File: src/rtl/core/rphr_pkg.sv
// Shared types and constants for the R-peak heart rate detector.
package rphr_pkg;

    localparam int SMP_W          = 16;
    localparam int CFG_W          = 16;
    localparam int RR_W           = 16;
    localparam int MS_W           = 12;
    localparam int HR_W           = 8;
    localparam int DIV_W          = 32;
    localparam int DIV_CNT_W      = $clog2(DIV_W + 1);
    localparam int P60_W          = 22;
    localparam int RING_DEPTH_DEF = 8;

    localparam logic [5:0]       C_BPM_SCALE = 6'd60;
    localparam logic [9:0]       C_MS_PER_S  = 10'd1000;
    localparam logic [DIV_W-1:0] C_REFR_DIV  = DIV_W'(1000);
    localparam logic [DIV_W-1:0] C_REFR_RND  = DIV_W'(999);
    localparam logic [DIV_W-1:0] C_BPM_MIN   = DIV_W'(30);
    localparam logic [DIV_W-1:0] C_BPM_MAX   = DIV_W'(220);
    localparam logic [DIV_W-1:0] C_RR_MAX    = DIV_W'(65535);
    localparam logic [DIV_W-1:0] C_HR_MAX    = DIV_W'(255);
    localparam logic [DIV_W-1:0] C_MS_MAX    = DIV_W'(4095);

    typedef enum logic [1:0] {
        REG_SAMPLE_RATE = 2'd0,
        REG_HIGH_THR    = 2'd1,
        REG_LOW_THR     = 2'd2,
        REG_REFR_MS     = 2'd3
    } t_reg_idx;

    typedef struct packed {
        logic        [CFG_W-1:0] sample_rate;
        logic signed [CFG_W-1:0] high_thr;
        logic signed [CFG_W-1:0] low_thr;
        logic        [CFG_W-1:0] refr_ms;
    } t_cfg;

    typedef struct packed {
        logic             start;
        logic [DIV_W-1:0] dividend;
        logic [DIV_W-1:0] divisor;
    } t_div_req;

    typedef struct packed {
        logic             busy;
        logic             done;
        logic [DIV_W-1:0] quot;
    } t_div_rsp;

    typedef struct packed {
        logic            wr;
        logic [RR_W-1:0] rr;
    } t_ring_req;

endpackage

File: src/rtl/core/r_peak_heart_rate_detector_top.sv
// Top level of the R-peak detector with heart rate averaging.
// A sample is taken in S_IDLE and its result is loaded into the output register in S_DONE.
// A new sample is accepted only after the previous result is loaded, so output stalls hold input too.
// A peak with a kept interval runs four 32-step serial divisions, one quotient bit per cycle.
// Reset is synchronous, active low; the interval ring contents are not cleared.
module r_peak_heart_rate_detector_top #(
    parameter int RING_DEPTH = rphr_pkg::RING_DEPTH_DEF
) (
    input  logic                              i_clk,
    input  logic                              i_rst_n,
    input  logic                              i_cfg_we,
    input  logic [1:0]                        i_cfg_idx,
    input  logic [rphr_pkg::CFG_W-1:0]        i_cfg_wdata,
    input  logic                              i_in_valid,
    output logic                              o_in_ready,
    input  logic signed [rphr_pkg::SMP_W-1:0] i_sample,
    output logic                              o_out_valid,
    input  logic                              i_out_ready,
    output logic                              o_peak_found,
    output logic [rphr_pkg::MS_W-1:0]         o_interval_ms,
    output logic [rphr_pkg::HR_W-1:0]         o_heart_rate
);
    import rphr_pkg::*;

    localparam int FILL_W = $clog2(RING_DEPTH + 1);
    localparam int TOT_W  = RR_W + FILL_W;

    t_cfg              r_cfg;
    t_div_req          w_div_req;
    t_div_rsp          w_div_rsp;
    t_ring_req         w_ring_req;
    logic [TOT_W-1:0]  w_ring_total;
    logic [FILL_W-1:0] w_ring_fill;

    always_ff @(posedge i_clk) begin
        if (!i_rst_n) begin
            r_cfg <= '0;
        end else if (i_cfg_we) begin
            unique case (t_reg_idx'(i_cfg_idx))
                REG_SAMPLE_RATE: r_cfg.sample_rate <= i_cfg_wdata;
                REG_HIGH_THR:    r_cfg.high_thr    <= i_cfg_wdata;
                REG_LOW_THR:     r_cfg.low_thr     <= i_cfg_wdata;
                REG_REFR_MS:     r_cfg.refr_ms     <= i_cfg_wdata;
                default: begin
                    r_cfg <= r_cfg;
                end
            endcase
        end
    end

    rphr_seq #(
        .FILL_W (FILL_W),
        .TOT_W  (TOT_W)
    ) u_seq (
        .i_clk         (i_clk),
        .i_rst_n       (i_rst_n),
        .i_cfg         (r_cfg),
        .i_in_valid    (i_in_valid),
        .o_in_ready    (o_in_ready),
        .i_sample      (i_sample),
        .o_out_valid   (o_out_valid),
        .i_out_ready   (i_out_ready),
        .o_peak_found  (o_peak_found),
        .o_interval_ms (o_interval_ms),
        .o_heart_rate  (o_heart_rate),
        .o_div_req     (w_div_req),
        .i_div_rsp     (w_div_rsp),
        .o_ring_req    (w_ring_req),
        .i_ring_total  (w_ring_total),
        .i_ring_fill   (w_ring_fill)
    );

    rphr_serial_div u_div (
        .i_clk   (i_clk),
        .i_rst_n (i_rst_n),
        .i_req   (w_div_req),
        .o_rsp   (w_div_rsp)
    );

    rphr_ring #(
        .RING_DEPTH (RING_DEPTH),
        .FILL_W     (FILL_W),
        .TOT_W      (TOT_W)
    ) u_ring (
        .i_clk   (i_clk),
        .i_rst_n (i_rst_n),
        .i_req   (w_ring_req),
        .o_total (w_ring_total),
        .o_fill  (w_ring_fill)
    );

endmodule

File: src/rtl/core/rphr_serial_div.sv
// Bit-serial restoring divider, one quotient bit per cycle.
module rphr_serial_div (
    input  logic               i_clk,
    input  logic               i_rst_n,
    input  rphr_pkg::t_div_req i_req,
    output rphr_pkg::t_div_rsp o_rsp
);
    import rphr_pkg::*;

    logic [DIV_W-1:0]     r_rem;
    logic [DIV_W-1:0]     r_quo;
    logic [DIV_W-1:0]     r_dvs;
    logic [DIV_CNT_W-1:0] r_cnt;
    logic                 r_done;

    logic [DIV_W:0] w_trial;
    logic [DIV_W:0] w_diff;
    logic           w_ge;

    // shift the next dividend bit into the partial remainder
    assign w_trial = {r_rem, r_quo[DIV_W-1]};
    assign w_diff  = w_trial - {1'b0, r_dvs};
    assign w_ge    = !w_diff[DIV_W];

    always_ff @(posedge i_clk) begin
        if (!i_rst_n) begin
            r_cnt  <= '0;
            r_done <= 1'b0;
        end else if (i_req.start) begin
            r_cnt  <= DIV_CNT_W'(DIV_W);
            r_done <= 1'b0;
        end else if (r_cnt != '0) begin
            r_cnt  <= r_cnt - 1'b1;
            r_done <= (r_cnt == DIV_CNT_W'(1));
        end else begin
            r_done <= 1'b0;
        end
    end

    always_ff @(posedge i_clk) begin
        if (i_req.start) begin
            r_rem <= '0;
            r_quo <= i_req.dividend;
            r_dvs <= i_req.divisor;
        end else if (r_cnt != '0) begin
            r_rem <= w_ge ? w_diff[DIV_W-1:0] : w_trial[DIV_W-1:0];
            r_quo <= {r_quo[DIV_W-2:0], w_ge};
        end
    end

    assign o_rsp.busy = (r_cnt != '0);
    assign o_rsp.done = r_done;
    assign o_rsp.quot = r_quo;

endmodule

File: src/rtl/core/rphr_ring.sv
// Ring of kept RR intervals with running total and fill count.
module rphr_ring #(
    parameter int RING_DEPTH = rphr_pkg::RING_DEPTH_DEF,
    parameter int FILL_W     = $clog2(RING_DEPTH + 1),
    parameter int TOT_W      = rphr_pkg::RR_W + FILL_W
) (
    input  logic                i_clk,
    input  logic                i_rst_n,
    input  rphr_pkg::t_ring_req i_req,
    output logic [TOT_W-1:0]    o_total,
    output logic [FILL_W-1:0]   o_fill
);
    import rphr_pkg::*;

    localparam int SLOT_W = (RING_DEPTH > 1) ? $clog2(RING_DEPTH) : 1;

    logic [RR_W-1:0]   r_mem [RING_DEPTH];
    logic [RR_W-1:0]   r_old;
    logic [SLOT_W-1:0] r_slot;
    logic [FILL_W-1:0] r_fill;
    logic [TOT_W-1:0]  r_total;
    logic              w_full;

    assign w_full = (r_fill == FILL_W'(RING_DEPTH));

    // the entry under the write slot is read ahead; the slot moves only on a write
    always_ff @(posedge i_clk) begin
        if (i_req.wr) begin
            r_mem[r_slot] <= i_req.rr;
        end
        r_old <= r_mem[r_slot];
    end

    always_ff @(posedge i_clk) begin
        if (!i_rst_n) begin
            r_slot  <= '0;
            r_fill  <= '0;
            r_total <= '0;
        end else if (i_req.wr) begin
            if (w_full) begin
                r_total <= r_total - TOT_W'(r_old) + TOT_W'(i_req.rr);
            end else begin
                r_fill  <= r_fill + 1'b1;
                r_total <= r_total + TOT_W'(i_req.rr);
            end
            r_slot <= (r_slot == SLOT_W'(RING_DEPTH - 1)) ? '0 : r_slot + 1'b1;
        end
    end

    assign o_total = r_total;
    assign o_fill  = r_fill;

    a_fill_bound: assert property (@(posedge i_clk) disable iff (!i_rst_n)
        i_req.wr |=> (r_fill != '0) && (r_fill <= FILL_W'(RING_DEPTH)))
        else $error("ring fill out of range after write");

endmodule

File: src/rtl/core/rphr_seq.sv
// Per-sample sequencer: peak detection, interval checks, division schedule, result register.
module rphr_seq #(
    parameter int FILL_W = 4,
    parameter int TOT_W  = 20
) (
    input  logic                              i_clk,
    input  logic                              i_rst_n,
    input  rphr_pkg::t_cfg                    i_cfg,
    input  logic                              i_in_valid,
    output logic                              o_in_ready,
    input  logic signed [rphr_pkg::SMP_W-1:0] i_sample,
    output logic                              o_out_valid,
    input  logic                              i_out_ready,
    output logic                              o_peak_found,
    output logic [rphr_pkg::MS_W-1:0]         o_interval_ms,
    output logic [rphr_pkg::HR_W-1:0]         o_heart_rate,
    output rphr_pkg::t_div_req                o_div_req,
    input  rphr_pkg::t_div_rsp                i_div_rsp,
    output rphr_pkg::t_ring_req               o_ring_req,
    input  logic [TOT_W-1:0]                  i_ring_total,
    input  logic [FILL_W-1:0]                 i_ring_fill
);
    import rphr_pkg::*;

    localparam int PRD_W = P60_W + FILL_W;
    localparam int MSN_W = RR_W + 10;

    typedef enum logic [3:0] {
        S_IDLE, S_EVAL, S_REFR, S_REFR_WAIT, S_FIRE, S_BPM, S_BPM_WAIT,
        S_AVG_MUL, S_AVG, S_AVG_WAIT, S_MS, S_MS_WAIT, S_DONE
    } t_state;

    t_state                  r_state;
    logic signed [SMP_W-1:0] r_smp;
    logic                    r_armed;
    logic                    r_have_peak;
    logic [DIV_W-1:0]        r_count;
    logic [DIV_W-1:0]        r_last;
    logic [DIV_W-1:0]        r_pos;
    logic [DIV_W-1:0]        r_elapsed;
    logic [DIV_W-1:0]        r_prod;
    logic [HR_W-1:0]         r_avg;
    logic                    r_res_peak;
    logic [MS_W-1:0]         r_res_ms;
    logic                    r_dis;
    logic                    r_out_valid;
    logic                    r_out_peak;
    logic [MS_W-1:0]         r_out_ms;
    logic [HR_W-1:0]         r_out_hr;

    logic             w_armed_n;
    logic             w_hit;
    logic [DIV_W-1:0] w_refr;
    logic             w_bpm_ok;
    logic [P60_W-1:0] w_p60;
    logic [PRD_W-1:0] w_avg_prod;
    logic [MSN_W-1:0] w_ms_num;

    assign w_armed_n  = r_armed || (r_smp <= i_cfg.low_thr);
    assign w_hit      = w_armed_n && (r_smp >= i_cfg.high_thr);
    assign w_refr     = (i_div_rsp.quot > C_RR_MAX) ? C_RR_MAX : i_div_rsp.quot;
    assign w_bpm_ok   = (i_div_rsp.quot >= C_BPM_MIN) && (i_div_rsp.quot <= C_BPM_MAX);
    assign w_p60      = P60_W'(i_cfg.sample_rate) * P60_W'(C_BPM_SCALE);
    assign w_avg_prod = PRD_W'(w_p60) * PRD_W'(i_ring_fill);
    assign w_ms_num   = MSN_W'(r_elapsed[RR_W-1:0]) * MSN_W'(C_MS_PER_S);

    always_comb begin
        o_div_req = '0;
        unique case (r_state)
            S_REFR: begin
                o_div_req.start    = 1'b1;
                o_div_req.dividend = r_prod + C_REFR_RND;
                o_div_req.divisor  = C_REFR_DIV;
            end
            S_BPM: begin
                o_div_req.start    = 1'b1;
                o_div_req.dividend = DIV_W'(w_p60) + (r_elapsed >> 1);
                o_div_req.divisor  = r_elapsed;
            end
            S_AVG: begin
                o_div_req.start    = (i_ring_total != '0);
                o_div_req.dividend = r_prod + DIV_W'(i_ring_total >> 1);
                o_div_req.divisor  = DIV_W'(i_ring_total);
            end
            S_MS: begin
                o_div_req.start    = 1'b1;
                o_div_req.dividend = DIV_W'(w_ms_num) + DIV_W'(i_cfg.sample_rate >> 1);
                o_div_req.divisor  = DIV_W'(i_cfg.sample_rate);
            end
            default: begin
                o_div_req = '0;
            end
        endcase
    end

    assign o_ring_req.wr = (r_state == S_BPM_WAIT) && i_div_rsp.done && w_bpm_ok;
    assign o_ring_req.rr = r_elapsed[RR_W-1:0];

    always_ff @(posedge i_clk) begin
        if (!i_rst_n) begin
            r_state     <= S_IDLE;
            r_armed     <= 1'b1;
            r_have_peak <= 1'b0;
            r_count     <= '0;
            r_last      <= '0;
            r_avg       <= '0;
            r_out_valid <= 1'b0;
        end else begin
            // drop the taken item; S_DONE loads the next one itself
            if (i_out_ready && (r_state != S_DONE)) begin
                r_out_valid <= 1'b0;
            end
            unique case (r_state)
                S_IDLE: begin
                    if (i_in_valid) begin
                        r_smp   <= i_sample;
                        r_state <= S_EVAL;
                    end
                end
                S_EVAL: begin
                    r_res_peak <= 1'b0;
                    r_res_ms   <= '0;
                    if (i_cfg.sample_rate == '0) begin
                        // disabled: zeros out, state untouched
                        r_dis   <= 1'b1;
                        r_state <= S_DONE;
                    end else begin
                        r_dis     <= 1'b0;
                        r_armed   <= w_armed_n;
                        r_elapsed <= r_count - r_last;
                        r_pos     <= r_count;
                        r_count   <= r_count + 1'b1;
                        r_prod    <= DIV_W'(i_cfg.sample_rate) * DIV_W'(i_cfg.refr_ms);
                        if (!w_hit) begin
                            r_state <= S_DONE;
                        end else if (r_have_peak) begin
                            r_state <= S_REFR;
                        end else begin
                            r_state <= S_FIRE;
                        end
                    end
                end
                S_REFR: begin
                    r_state <= S_REFR_WAIT;
                end
                S_REFR_WAIT: begin
                    if (i_div_rsp.done) begin
                        r_state <= (r_elapsed >= w_refr) ? S_FIRE : S_DONE;
                    end
                end
                S_FIRE: begin
                    r_res_peak  <= 1'b1;
                    r_armed     <= 1'b0;
                    r_have_peak <= 1'b1;
                    r_last      <= r_pos;
                    // a wrapped zero interval or one too long is never kept
                    if (r_have_peak && (r_elapsed != '0) && (r_elapsed <= C_RR_MAX)) begin
                        r_state <= S_BPM;
                    end else begin
                        r_state <= S_DONE;
                    end
                end
                S_BPM: begin
                    r_state <= S_BPM_WAIT;
                end
                S_BPM_WAIT: begin
                    if (i_div_rsp.done) begin
                        r_state <= w_bpm_ok ? S_AVG_MUL : S_DONE;
                    end
                end
                S_AVG_MUL: begin
                    r_prod  <= DIV_W'(w_avg_prod);
                    r_state <= S_AVG;
                end
                S_AVG: begin
                    r_state <= (i_ring_total != '0) ? S_AVG_WAIT : S_MS;
                end
                S_AVG_WAIT: begin
                    if (i_div_rsp.done) begin
                        r_avg   <= (i_div_rsp.quot > C_HR_MAX) ? HR_W'(C_HR_MAX)
                                                            : i_div_rsp.quot[HR_W-1:0];
                        r_state <= S_MS;
                    end
                end
                S_MS: begin
                    r_state <= S_MS_WAIT;
                end
                S_MS_WAIT: begin
                    if (i_div_rsp.done) begin
                        r_res_ms <= (i_div_rsp.quot > C_MS_MAX) ? MS_W'(C_MS_MAX)
                                                              : i_div_rsp.quot[MS_W-1:0];
                        r_state  <= S_DONE;
                    end
                end
                S_DONE: begin
                    // hold until the result register is free
                    if (!r_out_valid || i_out_ready) begin
                        r_out_valid <= 1'b1;
                        r_out_peak  <= r_res_peak;
                        r_out_ms    <= r_res_ms;
                        r_out_hr    <= r_dis ? '0 : r_avg;
                        r_state     <= S_IDLE;
                    end
                end
                default: begin
                    r_state <= S_IDLE;
                end
            endcase
        end
    end

    assign o_in_ready    = (r_state == S_IDLE);
    assign o_out_valid   = r_out_valid;
    assign o_peak_found  = r_out_peak;
    assign o_interval_ms = r_out_ms;
    assign o_heart_rate  = r_out_hr;

    a_div_idle: assert property (@(posedge i_clk) disable iff (!i_rst_n)
        o_div_req.start |-> !i_div_rsp.busy)
        else $error("division started while divider busy");

    a_ring_nonzero: assert property (@(posedge i_clk) disable iff (!i_rst_n)
        o_ring_req.wr |-> (o_ring_req.rr != '0))
        else $error("zero interval written to ring");

    a_ms_needs_peak: assert property (@(posedge i_clk) disable iff (!i_rst_n)
        (r_out_valid && (r_out_ms != '0)) |-> r_out_peak)
        else $error("interval reported without a peak");

    a_fire_disarms: assert property (@(posedge i_clk) disable iff (!i_rst_n)
        (r_state == S_FIRE) |=> (!r_armed && r_have_peak))
        else $error("peak did not disarm detector");

endmodule

File: config.mk
export PLATFORM = sky130hd
export DESIGN_NAME = r_peak_heart_rate_detector_top
export DESIGN_NICKNAME = d
export VERILOG_FILES = /design/src/rtl/core/rphr_pkg.sv /design/src/rtl/core/r_peak_heart_rate_detector_top.sv /design/src/rtl/core/rphr_serial_div.sv /design/src/rtl/core/rphr_ring.sv /design/src/rtl/core/rphr_seq.sv
export SDC_FILE = /design/constraint.sdc
export NUM_CORES = 2
export LEC_CHECK = 0
export BUFFER_PORTS_ARGS = -buffer_cell sky130_fd_sc_hd__buf_2
export CAP_MARGIN = 30
export CORE_MARGIN = 5
export CORE_UTILIZATION = 25
export DETAILED_ROUTE_END_ITERATION = 12
export GPL_ROUTABILITY_DRIVEN = 0
export SYNTH_ARGS = -nofsm -noshare
export SYNTH_HDL_FRONTEND = slang
export SYNTH_SLANG_ARGS = --single-unit
File: constraint.sdc
create_clock -name i_clk -period 14.3 [get_ports i_clk]
set_clock_uncertainty 0.05 [all_clocks]
set_input_delay 0 -clock i_clk [delete_from_list [all_inputs] [get_ports i_clk]]
set_output_delay 0 -clock i_clk [all_outputs]
set_load 0.05 [all_outputs]
Word-level counts from Yosys, hierarchy flattened
Memory sizes are Yosys's and may differ from the RTL's. A register that Yosys moved wholly into a read port is not among the register bits.
Index checks and enable logic that the tools add are counted.

storage, ports and cells
  bits of input ports = 39
  RAM bits = 128
  memories = 1
  output and inout port bits = 23
  register bits after elaboration = 420

operators by class
  multipliers = 4
  eq/ne operators = 26
  muxes and demuxes = 38
  add/sub/neg operators = 13
  bitwise gates (word level) = 4
  order comparisons = 9
  reduce and logical (&&, ||, !) cells = 39

memories
  name          words  bits a word  rd ports  clocked after Yosys merged registers in  write ports  line             text
  u_ring.r_mem  8      16           1         1                                        1            rphr_ring.sv:17  logic [RR_W-1:0] r_mem [RING_DEPTH];

operator list
  cell                                                                                 number
  65-bit one-hot mux with 4 select lines                                               1
  32-bit two-way mux                                                                   5
  32-bit one-hot mux with 2 select lines                                               1
  4-bit one-hot mux with 13 select lines                                               1
  4-bit two-way mux                                                                    11
  20-bit by 16-bit adder with 20-bit output                                            2
  33-bit by 32-bit subtractor with 33-bit output                                       1
  22-bit by 31-bit adder with 32-bit output                                            1
  32-bit by 1-bit adder with 32-bit output (second input constant)                     1
  32-bit by 10-bit adder with 32-bit output (second input constant)                    1
  32-bit by 19-bit adder with 32-bit output                                            1
  32-bit >= comparator                                                                 1
  32-bit by 5-bit >= comparator with 1-bit output (second input constant)              1
  32-bit by 12-bit > comparator with 1-bit output (second input constant)              1
  32-bit by 16-bit > comparator with 1-bit output (second input constant)              1
  32-bit by 8-bit > comparator with 1-bit output (second input constant)               1
  32-bit by 16-bit less-or-equal comparator with 1-bit output (second input constant)  1
  32-bit by 8-bit less-or-equal comparator with 1-bit output (second input constant)   1
  16-bit by 16-bit multiplier with 32-bit output                                       1
  32-bit nonzero test                                                                  1
  32-bit subtractor                                                                    1
  26-bit by 15-bit adder with 27-bit output                                            1
  4-bit equality test (second input constant)                                          6
  20-bit by 4-bit multiplier with 24-bit output                                        1
  other kinds (42)                                                                     89

Depth between registers and ports, before layout
  depth in word-level cells = 6
  gate-level depth with buffers = 31
  mapped depth without buffers = 29

Modules after synthesis
From an unflattened synthesis, not the netlist that was laid out.

unflattened totals
  cell total of the unflattened synthesis = 4,945
  area total of the unflattened synthesis = 47,584.4 sq um

by module, submodules not included
  module                          seq. area each (sq um)  cells each  instances  area each (sq um)
  rphr_seq                        5,995.8                 3,389       1          30,515.5
  rphr_ring                       4,704.5                 762         1          8,811.0
  rphr_serial_div                 2,702.6                 566         1          5,889.4
  r_peak_heart_rate_detector_top  1,281.2                 228         1          2,368.5

Least setup slack after synthesis
Ideal clock, no wire load.

  kind = reg2reg
  start = register r_cfg[61] (netlist bit)
  end = register u_seq.r_elapsed[0], enable pin
  setup time = 0.643 ns
  path slack = 6.036 ns
  required time = 13.607 ns
  cell stages (with the launch flop) = 8
  buffers on the path = 2
  arrival = 7.571 ns
  period minus slack after synthesis = 8.264 ns
  cells stage by stage = dfxtp_1 -> clkbuf_1 -> clkbuf_1 -> inv_1 -> ha_1 -> nand4_1 -> nor2_1 -> nor4_1

between the ends
  cells in the longest elaborated chain, start to end = 3

ends and longest elaborated chain
  what                           line                                  text
  start, declared                r_peak_heart_rate_detector_top.sv:28  t_cfg r_cfg;
  start signal, assigned         r_peak_heart_rate_detector_top.sv:45  r_cfg <= r_cfg;
  16-bit logical NOT             rphr_seq.sv:123                       if (i_cfg.sample_rate == '0) begin
  1-bit inverter (no line)       n/a
  3-bit AND reduction (no line)  n/a
  end signal, assigned           rphr_seq.sv:130                       r_elapsed <= r_count - r_last;
  end, declared                  rphr_seq.sv:40                        logic [DIV_W-1:0] r_elapsed;

No other way between the ends.
A chain may end at the register's enable or synchronous reset.

Worst setup path after layout
  start = register r_cfg[52] (netlist bit)
  end = register u_seq.r_prod[25], data pin

between the ends
  cells in the longest elaborated chain, start to end = 3

ends and longest elaborated chain
  what                                                                                                             line                             text
  16-bit by 4-bit multiplier with 20-bit output or 16-bit by 16-bit multiplier with 32-bit output (tied branches)  rphr_seq.sv:63, rphr_seq.sv:133
  20-bit by 4-bit multiplier with 24-bit output or 32-bit two-way mux (tied branches)                              rphr_seq.sv:64, rphr_seq.sv:123
  32-bit one-hot mux with 2 select lines *                                                                         rphr_seq.sv:113                  unique case (r_state)
  end signal, assigned                                                                                             rphr_seq.sv:133                  r_prod <= DIV_W'(i_cfg.sample_rate) * DIV_W'(i_cfg.refr_ms);
  end signal, assigned                                                                                             rphr_seq.sv:172                  r_prod <= DIV_W'(w_avg_prod);
  end, declared                                                                                                    rphr_seq.sv:41                   logic [DIV_W-1:0] r_prod;

Every way passes the cells marked *; elsewhere a longest branch is shown, timed or not. The select of a mux whose other input is x is not followed.

==> flow_summary.yaml <==
worst_setup_path:
  r2r_cells: 27
  rr_endpoint: "u_seq.r_prod[25]"
  reg2reg_from: "r_cfg[52]"
  rrSetupSlack_ns: 6.14
  critical_path_class: "reg2reg"
  required_ns: 14.64
  critical_path_peak_fanout: 20
  crit_start: "r_cfg[52]"
  endpoint_kind: "flop"
  cp-start-kind: "flop"
  arrival_ns: 8.50
route:
  drt_iter0_markers: 3269
  viasPerCell: 4.85
  drc: 0
  dr_total_vias: 36900
  postRouteAntennaNets: 0
  wl_per_cell_um: 17.8
  drt_wl_total_mm: 135
  first_pass_iters: 6
yosys:
  netlist.top_cell.by_area: "edfxtp_1"
  synth.distinct_cells: 100
  synth-seq-cells: 564
  synth.avg_cell_area_um2: 9.31
  ys.flop_type: "edfxtp_1"
  synthXorXnorAreaFrac: 0.0462
  synthAdderAreaFrac: 0.264
  synth_compound_area_frac: 0.149
  synth_area_mm2: 0.0466
  synth_simple_gate_area_frac: 0.151
  synth.area.top_cells: "edfxtp_1 (22%), fa_1 (14%), ha_1 (12%)"
  syn_inst: 5004
  yosys.area.top_type_share: 0.218
  synth_top_family_by_area: "adder cells"
  synth-edff-count: 339
  yosysSeqAreaShare: 0.315
  synthMuxAreaShare: 0.00709
  synth_warnings: 0
  postSynth.asyncResetShare: 0
global_routing:
  grt-ovfl-total: 0
  grt_usage: 0.135
  first_global_vias: 37100
  grt_pass1_wl_mm: 213
  grt_max_degree: 68
  grt_antenna_before_repair: 6
clocking:
  clkLatencyLatePin_ns: 0.70
  postCtsSetupBuffers: 0
  cts_buffer_depth: 3
  ctsResizeCount: 0
  htreeDepth: 2
  cts_tree: "yes"
  holdBufCountCts: 51
  cts_buffers: 61
  clock-root-buffer: "clkbuf_16"
  path_clk_slew_ns: 0.07
  cts.sinks: 564
floorplanning:
  io-pin-count: 62
  initial_core_util: 0.251
  dieWidth_um: 442
  die_area_mm2: 0.195
  coreArea_mm2: 0.185
  core.rowCount: 158
  die_h_um: 442
layout:
  final_common_cell: "inv_1"
  finish.utilization: 0.284
  area_growth_pct: 12.9
  drive_above_1_share: 0.0560
  layout_common_cells: "inv_1 (624), nand2_1 (616), ha_1 (449)"
  final_nets: 5894
  n_fill_cell: 19600
place:
  hpwl_mm: 101
  port_buffers: 61
  pre_cts_slack_ns: 6.16
power_and_ir_drop:
  ir_drop_mv: 0.230
  p_leak_nw: 22.5
  total_power_mw: 9.52
  powerDensity_mw_per_mm2: 181
sta:
  slew_headroom: 0.316
  fin_crit_ns: 8.16
  fin_ws_ns: 6.14
  period_share: 0.571
  tns_ns: 0
  hold_viol: 0
  tightest_slew_ns: 1.02
  setup_viol: 0
  rsz0062_at_grt: "no"
  max_freq_ghz: 0.123
  slew_viol_final: 0
run_status:
  outcome: "finished clean"
min_path:
  worstHoldStart: "i_rst_n"
  hold_class: "in2reg"
  hold_path_depth: 3
  hold_end: "u_ring.o_total[19]"
flow_run:
  maxCapViolCount: 0
cells in the mapped netlist (21+ instances only):
master    instances
a211oi_1         68
a21o_1           99
a21oi_1         346
a22oi_1          78
a31oi_1          29
and2_1          137
and3_1           67
clkbuf_1        180
dfxtp_1         225
edfxtp_1        339
fa_1            335
ha_1            449
inv_1           624
mux2i_1          33
nand2_1         616
nand2b_1         34
nand3_1          78
nand4_1          56
nor2_1          267
nor2b_1          50
nor3_1           73
o21a_1           49
o21ai_0         123
o21ai_1          40
o21bai_1         25
o31ai_1          21
xnor2_1         165
xor2_1           81
cell type report:
type	count	area [µm²]	share of cell area
inverter	628	2360	0.0449
timing repair buffer	185	1470	0.0279
multi-input combinational	3631	28900	0.550
clock inverter	31	350	0.00666
tap	2480	3100	0.0590
antenna	3	7.51	0.000143
clock buffer	84	1710	0.0326
sequential	564	14700	0.279
cells by family (layout without fill, tap and decap cells):
group | count (synthesis) | count (layout)
AO/OA/AOI/OAI | 1067 | 1067
multiplexers | 33 | 33
XOR/XNOR | 246 | 246
other | 1 | 19
AND/OR/NAND/NOR | 1485 | 1485
buffers and inverters | 824 | 928
adder cells (fa/ha/maj) | 784 | 784
flip-flops | 564 | 564
through the flow:
stage | cell area, µm² | hold slack (ns) | cells
detailed placement | 50000 | 0.128 | 7434
global route | 52600 | 0.0131 | 7603
global placement | 49900 | 0.126 | 7428
floorplan | 46700 | 0.0489 | 5019
CTS | 52600 | 0.000584 | 7600
finish | 52600 | 0.0224 | 7606
flip-flops by register name (all words and copies together) (netlist names), 16 cells and up:
| name | flops |
|---|---|
| u_seq.r_smp | 16 |
| u_ring.r_mem | 128 |
| r_cfg | 64 |
| u_div.r_dvs | 32 |
| u_seq.r_pos | 32 |
| u_div.r_quo | 32 |
| u_seq.r_prod | 32 |
| u_ring.r_old | 16 |
| u_seq.r_last | 32 |
| u_div.r_rem | 32 |
| u_ring.o_total | 20 |
| u_seq.r_count | 32 |
| u_seq.r_elapsed | 32 |
layer usage:
metal,routed length (µm),up-vias,global-route usage
li1,-,17300,-
met1,59400,18200,0.181
met2,62300,1099,0.225
met3,8280,242,0.0180
met4,5120,0,0.0454
met5,0,-,0
worst max path at each step:
stage,endpoint,slack (ns),cells past startpoint
floorplan,u_seq.r_elapsed[0],6.04,7
global placement,u_seq.r_prod[25],6.31,27
finish,u_seq.r_prod[25],6.14,27
detailed placement,u_seq.r_prod[25],6.16,27
global route,u_seq.r_prod[25],5.60,27
CTS,u_seq.r_prod[25],6.14,27
report_power, final:
group          internal (mW)  total (mW)  switching, mW  leakage [nW]
clock network          0.918        1.63          0.714         0.998
registers               2.09        2.35          0.258          4.98
logic                   2.26        5.53           3.27          16.5
worst max-delay path, stage by stage (launching register included):
cell	delay, ns
dfxtp_1	0.97
inv_1	0.36
fa_1	0.54
fa_1	0.53
inv_1	0.04
ha_1	0.32
inv_1	0.05
o21bai_1	0.20
a21oi_1	0.13
o31ai_1	0.60
nand2_1	0.12
nand2_1	0.09
a21oi_1	0.07
xnor2_1	0.20
and2_1	0.20
fa_1	0.47
inv_1	0.05
fa_1	0.52
inv_1	0.04
ha_1	0.36
a211o_1	0.32
a21oi_1	0.12
o211ai_1	0.18
a41o_1	0.30
and3_1	0.21
o31a_1	0.31
o21ai_1	0.12
or4b_1	0.43
(Power assumes the default switching activity.)
